===== config.mk =====
export PLATFORM = sky130hd
export DESIGN_NAME = khst_ctrl
export DESIGN_NICKNAME = d
export VERILOG_FILES = /design/src/rtl/khst_pkg.sv /design/src/rtl/khst_ctrl.sv
export SDC_FILE = /design/constraint.sdc
export NUM_CORES = 1
export LEC_CHECK = 0
export BUFFER_PORTS_ARGS = -buffer_cell sky130_fd_sc_hd__clkbuf_2
export CORE_AREA = 2 2 39 41
export CTS_BUF_LIST = sky130_fd_sc_hd__clkbuf_8
export CTS_CLUSTER_SIZE = 40
export DETAILED_ROUTE_END_ITERATION = 6
export DIE_AREA = 0 0 41 43
export PLACE_DENSITY = 0.51
export SLEW_MARGIN = 5
export SYNTH_ARGS = -nofsm -noshare
export SYNTH_HDL_FRONTEND = slang
export SYNTH_SLANG_ARGS = --single-unit

===== constraint.sdc =====
create_clock -name clk -period 1.1 [get_ports clk]
set_input_delay 0.22 -clock clk [delete_from_list [all_inputs] [get_ports clk]]
set_output_delay 0.22 -clock clk [all_outputs]
set_load 0.1 [all_outputs]

===== src/rtl/khst_pkg.sv =====
package khst_pkg;

  localparam int NUM_KEYS = 256;
  localparam int KEY_W = $clog2(NUM_KEYS);
  localparam int CNT_W = $clog2(NUM_KEYS + 1);
  localparam int TIME_W = 16;
  localparam int CODE_W = 8;
  localparam int CFG_IDX_W = 1;

  localparam logic [CFG_IDX_W-1:0] CFG_UPDATE_PERIOD = 1'b0;
  localparam logic [CFG_IDX_W-1:0] CFG_HOLD_THRESHOLD = 1'b1;

  typedef enum logic [1:0] {
    OP_DOWN  = 2'd0,
    OP_UP    = 2'd1,
    OP_TICK  = 2'd2,
    OP_QUERY = 2'd3
  } opcode_t;

  typedef enum logic [1:0] {
    KS_UP   = 2'd0,
    KS_DOWN = 2'd1,
    KS_HELD = 2'd2
  } key_status_t;

  typedef struct packed {
    key_status_t       st;
    logic [TIME_W-1:0] timer;
  } entry_t;

  localparam int ENTRY_W = $bits(entry_t);

  typedef enum logic [2:0] {
    S_IDLE,
    S_TICK,
    S_WALK,
    S_RD,
    S_MOD,
    S_OUT
  } state_t;

  typedef struct packed {
    logic latch;
    logic acc_upd;
    logic walk_clr;
    logic walk;
    logic rd_key;
    logic modify;
    logic load_out;
  } ctrl_cmd_t;

  typedef struct packed {
    opcode_t in_op;
    logic    acc_pass;
    logic    walk_done;
    logic    out_free;
  } dp_sts_t;

endpackage


===== src/rtl/khst_ctrl.sv =====
module khst_ctrl (
  input  logic                clk,
  input  logic                rst_n,
  input  logic                in_valid,
  output logic                in_ready,
  input  khst_pkg::dp_sts_t   sts,
  output khst_pkg::ctrl_cmd_t cmd
);

  khst_pkg::state_t state_r, state_nxt;

  always_ff @(posedge clk) begin
    if (!rst_n) begin
      state_r <= khst_pkg::S_IDLE;
    end else begin
      state_r <= state_nxt;
    end
  end

  always_comb begin
    state_nxt = state_r;
    cmd = '0;
    in_ready = 1'b0;
    case (state_r)
      khst_pkg::S_IDLE: begin
        in_ready = 1'b1;
        if (in_valid) begin
          cmd.latch = 1'b1;
          case (sts.in_op)
            khst_pkg::OP_DOWN:  state_nxt = khst_pkg::S_RD;
            khst_pkg::OP_UP:    state_nxt = khst_pkg::S_MOD;
            khst_pkg::OP_TICK:  state_nxt = khst_pkg::S_TICK;
            khst_pkg::OP_QUERY: state_nxt = khst_pkg::S_RD;
            default:            state_nxt = khst_pkg::S_RD;
          endcase
        end
      end
      khst_pkg::S_TICK: begin
        cmd.acc_upd = 1'b1;
        if (sts.acc_pass) begin
          cmd.walk_clr = 1'b1;
          state_nxt = khst_pkg::S_WALK;
        end else begin
          state_nxt = khst_pkg::S_RD;
        end
      end
      khst_pkg::S_WALK: begin
        cmd.walk = 1'b1;
        if (sts.walk_done) begin
          state_nxt = khst_pkg::S_RD;
        end
      end
      khst_pkg::S_RD: begin
        cmd.rd_key = 1'b1;
        state_nxt = khst_pkg::S_MOD;
      end
      khst_pkg::S_MOD: begin
        cmd.modify = 1'b1;
        state_nxt = khst_pkg::S_OUT;
      end
      khst_pkg::S_OUT: begin
        if (sts.out_free) begin
          cmd.load_out = 1'b1;
          state_nxt = khst_pkg::S_IDLE;
        end
      end
      default: begin
        state_nxt = khst_pkg::S_IDLE;
      end
    endcase
  end

endmodule


==> results.ini, run 1 <==
[outcome]
status = finished with violations
violations = negative setup slack

[sta]
period_share = 1.29
setup_tns_ps = -2420
setup_ws_ps = -316
slew_headroom = 0.851
timing.hold.ws_ps = 228
hold_viol = 0
tightestPinTransition_ps = 222
setup_viol = 10
rsz0062_at_grt = yes
slew_viol_final = 0
fmax_mhz = 706
period_minus_slack_ps = 1420
fin_worst_skew_ps = 3.04

[logic_synthesis]
yosys.area_share.xor_xnor = 0
syn_area_um2 = 251
yosys-top-cells-area = dfxtp_1, nor3b_1, nand2b_1
synthesis.nets = 43
syn_area_per_cell_um2 = 7.40
synth_compound_area_frac = 0.209
synthSimpleGateAreaFrac = 0.403
ys_ff_latch = 3
synth_fa_ha_area_frac = 0.0498
synth_top_family_by_area = simple AND/OR/NAND/NOR gates
syn_inst = 34
synthMuxAreaShare = 0
synth_top_area_share = 0.239
synth_area_leader_cell = dfxtp_1
yosysUniqueCellTypes = 17
yosys_warnings = 0
seq_area_frac_synth = 0.239

[place]
dp_hpwl_um = 649
portBuffers = 15
gp_congestion = 0.812

[route]
dr.first_iter.drc_count = 3
drc_errors = 0
via_count = 373
wl_per_cell_um = 10.4
ant_nets = 0
viasPerCell = 4.44
dr.pass1.iters = 4
wl_um = 872

[global_route]
grt_pass1_wl_um = 1490
antenna_found_initial = 0
grt_max_degree = 8
grt.total_usage = 0.135
globalRouteOverflowTotal = 0
grt_pass1_vias = 352

[die]
dieArea_mm2 = 0.00176
start_util = 0.182
die_w_um = 41
ios = 16
core_mm2 = 0.00138
rows = 14
die_h_um = 43

[worst_setup_path]
crit_chain = buf_12 -> nor3_4 -> and2_4 -> buf_12
slowest_stage = dfxtp_2
cp_slowest_stage_delay_ps = 330
crit_family = simple AND/OR/NAND/NOR gates
cp_data_arrival_time_ps = 1200
crit_type = flip-flop to output pin
crit_buf_inv = 2
cp-end-kind = output pin
cp-start-kind = flip-flop
path_max_fanout = 5
required_ps = 880
crit_path_frequent_cell = buf_12
rrSetupSlack_ps = -180

[clock_tree]
clockBufferDepth = 2
numCtsBuffers = 3
root_buffer = clkbuf_8
cts.sinks = 3
clk_pin_slew_ps = 30
htree_levels = 1
cts_tree = done
hold_buffers = 0
insertion_delay_ps = 220

[finish]
num-fill-cells = 127
top_regs = state_r: 3 flops
seq_area_um2 = 66.3
multi_input_area_um2 = 256
top_register = state_r
drive_gt1_frac = 0.779
n_antenna_cell = 0
largest_reg_flops = 3
nNetsFinal = 78
area_growth_syn_to_layout_pct = 201

[pwr]
powerDensity_mw_per_mm2 = 2360
max-vdd-ir-drop_v = 0.000943
p_leak_nw = 0.351

[flow_run]
maxCapViolations = 0

[hold_path]
min_path_type = primary input to flip-flop

==> power breakdown <==
group          switching [W]  total (W)  leakage (nW)  internal [W]
Clock              0.0000744   0.000312        0.0269      0.000238
Combinational       0.000697    0.00129         0.298      0.000589
Sequential         0.0000480   0.000191        0.0261      0.000143
Total               0.000820    0.00179         0.351      0.000970
==> metrics by stage <==
stage	instances	setup slack (ps)	utilization	total power [W]	cell area, um^2
after global placement	74	-112	0.450	0.00133	623
after global routing	84	-365	0.547	0.00189	757
after CTS	80	-339	0.508	0.00172	703
after floorplan	34	-866	-	0.000910	339
final	84	-316	0.547	0.00179	757
after detailed placement	74	-129	0.450	0.00133	623
==> final timing paths <==
| path | start | to | depth (start not counted) |
|---|---|---|---|
| max | state_r[2]$_SDFFE_PN0P_ | cmd[6] | 4 |
| max reg2reg | state_r[0]$_SDFFE_PN0P_ | state_r[0]$_SDFFE_PN0P_ | 5 |
| min reg2reg | state_r[1]$_SDFFE_PN0P_ | state_r[0]$_SDFFE_PN0P_ | 3 |
| min | rst_n | state_r[2]$_SDFFE_PN0P_ | 2 |
==> cell families after synthesis <==
logic type | count (synthesis)
AO/OA/AOI/OAI | 7
buffers and inverters | 4
AND/OR/NAND/NOR | 19
adder cells (fa/ha/maj) | 1
flip-flops | 3
==> routing by layer <==
layer | up-vias | part of all wire | global-route usage
met2 | 13 | 0.56 | 0.194
met4 | 0 | 0 | 0.120
li1 | 189 | - | -
met1 | 171 | 0.38 | 0.142
met3 | 0 | 0.055 | 0.0524
met5 | - | 0 | 0
==> cells in the mapped netlist <==
| master | instances |
|---|---|
| or3_1 | 1 |
| nand2b_1 | 3 |
| or2_0 | 1 |
| buf_6 | 1 |
| nor3_1 | 3 |
| buf_2 | 2 |
| nand2_1 | 4 |
| a211o_1 | 2 |
| inv_1 | 1 |
| and2_1 | 1 |
| dfxtp_1 | 3 |
| ha_1 | 1 |
| nor2_1 | 3 |
| a211oi_1 | 2 |
| a21oi_1 | 2 |
| o311a_1 | 1 |
| nor3b_1 | 3 |
==> placed cells by master, fill, tap and decap left out <==
cell / netlist / final
buf_4: 0 / 11
buf_12: 0 / 9
clkbuf_2: 0 / 7
buf_6: 1 / 6
nor2_4: 0 / 3
clkbuf_8: 0 / 3
nor3b_2: 0 / 2
nor3_4: 0 / 2
inv_1: 1 / 2
nand2_1: 4 / 2
a211o_1: 2 / 2
nand2b_1: 3 / 2
a211oi_1: 2 / 2
dfxtp_2: 0 / 2
nor3b_4: 0 / 1
nand2b_2: 0 / 1
nand2_4: 0 / 1
nand2_2: 0 / 1
and2_4: 0 / 1
or3_4: 0 / 1
a21oi_2: 0 / 1
nor3_1: 3 / 1
a21oi_1: 2 / 1
or2_0: 1 / 1
o311a_1: 1 / 1
ha_1: 1 / 1
dfxtp_4: 0 / 1
==> cell type report <==
cell class / instances / share of cell area
timing repair buffer: 33 / 0.483
multi-input combinational: 27 / 0.339
sequential: 3 / 0.0876
clock buffer: 3 / 0.0545
tap: 16 / 0.0264
clock inverter: 1 / 0.00496
inverter: 1 / 0.00496
==> repair_timing <==
| item | in CTS | in global routing |
|---|---|---|
| pin swaps | 5 | 5 |
| gates resized for setup | 8 | 6 |
| endpoints found under the setup margin | 10 | 10 |
| buffers inserted | 2 | 4 |
Note: power is estimated with default switching activity, not from simulation.
==> run 2: changes to the inputs <==
--- a/config.mk
+++ b/config.mk
@@ -5,13 +5,15 @@
 export SDC_FILE = /design/constraint.sdc
 export NUM_CORES = 1
 export LEC_CHECK = 0
+export ABC_AREA = 1
 export BUFFER_PORTS_ARGS = -buffer_cell sky130_fd_sc_hd__clkbuf_2
 export CORE_AREA = 2 2 39 41
 export CTS_BUF_LIST = sky130_fd_sc_hd__clkbuf_8
 export CTS_CLUSTER_SIZE = 40
 export DETAILED_ROUTE_END_ITERATION = 6
 export DIE_AREA = 0 0 41 43
-export PLACE_DENSITY = 0.51
+export PLACE_DENSITY = 0.55
+export RECOVER_POWER = 25
 export SLEW_MARGIN = 5
 export SYNTH_ARGS = -nofsm -noshare
 export SYNTH_HDL_FRONTEND = slang
==> results.ini, run 2 <==
[outcome]
status = finished with violations
violations = negative setup slack

[die]
dieArea_mm2 = 0.00176
die_w_um = 41
start_util = 0.213
rows = 14
ios = 16
core_mm2 = 0.00138
die_h_um = 43

[logic_synthesis]
synth_compound_area_frac = 0.0932
syn_area_um2 = 295
ys_ff_latch = 3
yosys.area_share.xor_xnor = 0
synthesis.nets = 60
synth_fa_ha_area_frac = 0.0424
synth_top_family_by_area = simple AND/OR/NAND/NOR gates
async_flop_share = 0
yosysUniqueCellTypes = 14
syn_inst = 51
synth_area_leader_cell = dfxtp_1
yosys_warnings = 0
seq_area_frac_synth = 0.203
synth_flop_cell = dfxtp_1
synth_top_area_share = 0.203
synthMuxAreaShare = 0
syn_area_per_cell_um2 = 5.79
yosys-top-cells-area = dfxtp_1, inv_1, nand2_1
synth-edff-count = 0
yosys-top-cells-count = inv_1, nand2_1, nor2_1
synthSimpleGateAreaFrac = 0.496

[clock_tree]
htree_levels = 1
clockBufferDepth = 2
numCtsBuffers = 3
insertion_delay_ps = 210
cts.sinks = 3
root_buffer = clkbuf_8
clk_pin_slew_ps = 30
cts_tree = done

[worst_setup_path]
crit_buf_inv = 1
r2r_end = state_r[1]$_SDFFE_PN0P_
crit_family = flip-flops
rrSetupSlack_ps = -120
required_ps = 880
r2r_cells = 10
r2r-start = state_r[1]$_SDFFE_PN0P_
cp-start-kind = flip-flop
crit_type = flip-flop to output pin
cp-end-kind = output pin
crit_path_frequent_cell = nor2_4
slowest_stage = dfxtp_4
cp_data_arrival_time_ps = 1100
crit_chain = nor2_4 -> nand2_4 -> nor2_4 -> buf_12
cp_slowest_stage_delay_ps = 360
path_max_fanout = 5

[global_route]
grt.total_usage = 0.117
grt_pass1_wl_um = 1420
grt_pass1_vias = 370
grt_max_degree = 7
antenna_found_initial = 0
globalRouteOverflowTotal = 0

[route]
ant_nets = 0
wl_um = 900
dr_wl_met3_um = 22
dr_wl_met2_um = 505
top_layer_used = met3
via_count = 394
viasPerCell = 4.02
dr.first_iter.drc_count = 1
dr.pass1.iters = 2
wl_per_cell_um = 9.18
wl_met1_um = 372
drc_errors = 0

[flow_run]
maxCapViolations = 0

[finish]
layout_commonest_cell = buf_4
top_register = state_r
area_growth_syn_to_layout_pct = 170
largest_reg_flops = 3
final_cell_mix = buf_4, nand2_1, buf_12
drive_gt1_frac = 0.683
fin_area_um2 = 797
top_regs = state_r: 3 flops
nNetsFinal = 92
n_antenna_cell = 0

[place]
dpl-instance-area_um2 = 621
gp_congestion = 0.729
dp_hpwl_um = 649
portBuffers = 15
dp_slack_ps = -61.2

[sta]
rsz0062_at_grt = yes
setup_viol = 11
hold_viol = 0
setup_ws_ps = -223
fin_worst_skew_ps = 0.531
fmax_mhz = 756
period_share = 1.20
timing.hold.ws_ps = 241
slew_headroom = 0.831
period_minus_slack_ps = 1320
tightestPinTransition_ps = 252
slew_viol_final = 0

[hold_path]
holdPathStages = 3
min_path_type = primary input to flip-flop
hold_start = rst_n
holdPathEnd = state_r[0]$_SDFFE_PN0P_

[run 2: changes by cell type in the layout (fill, tap and decap cells not counted), sizes merged, moves of 2 or more]
cell	before	now
nand2	4	12
nor2	3	11
inv	2	9
buf	26	20
nand3	0	6
clkinvlp	0	5
nand2b	3	0
nor3	3	0
nor3b	3	0
a211o	2	0
a211oi	2	0
[run 2: worst max path at each step]
| stage | start | end | slack, ps | depth (start not counted) |
|---|---|---|---|---|
| final | state_r[1]$_SDFFE_PN0P_ | cmd[6] | -220 | 4 |
| after global routing | state_r[1]$_SDFFE_PN0P_ | cmd[6] | -250 | 4 |
| after CTS | state_r[1]$_SDFFE_PN0P_ | cmd[3] | -230 | 5 |
| after detailed placement | state_r[0]$_SDFFE_PN0P_ | cmd[6] | -60 | 4 |
| after global placement | state_r[1]$_SDFFE_PN0P_ | cmd[3] | -40 | 5 |
| after floorplan | state_r[0]$_SDFFE_PN0P_ | cmd[6] | -230 | 3 |
[run 2: timing repair]
action	CTS	global route
endpoints found under the setup margin	10	11
setup buffers	4	2
hold buffers	0	0
hold endpoints to repair	0	0
pin swaps	5	5
gates cloned	0	0
resized for setup	20	1
[run 2: cell type report]
type	instances	area [um^2]
clock buffers	3	41.3
multi-input cells	35	287
fillers	130	587
repair buffers	27	297
well taps	16	20.0
clock inverters	1	3.75
flip-flops and latches	3	71.3
inverters	13	77.6
[run 2: layer usage]
metal | up-vias | GRT usage
met5 | - | 0
met4 | 0 | 0.0600
met3 | 0 | 0.0157
met2 | 8 | 0.197
met1 | 169 | 0.134
li1 | 217 | -
[run 2: tightest hold or removal path, cell delays in order]
cell      delay, ps
clkbuf_2        100
nand2_1          60
nor2_1           30
[run 2: cells by family (layout without fill, tap and decap cells)]
family	Yosys count	count (layout)
simple gates	29	29
fa+ha+maj	1	1
flops	3	3
buf+inv	13	44
compound gates	5	5
[run 2: metrics by stage]
stage,util,TNS [ps],cells
3_5_place_dp,0.448,-226,88
2_1_floorplan,-,-1130,51
3_3_place_gp,0.448,-155,88
4_1_cts,0.560,-1950,96
5_1_grt,0.576,-2380,98
6_report,0.576,-1880,98
Power of run 2 is left out: the tool's default activity adds up to more than one toggle a clock period on the data nets, which glitch-free logic cannot reach.
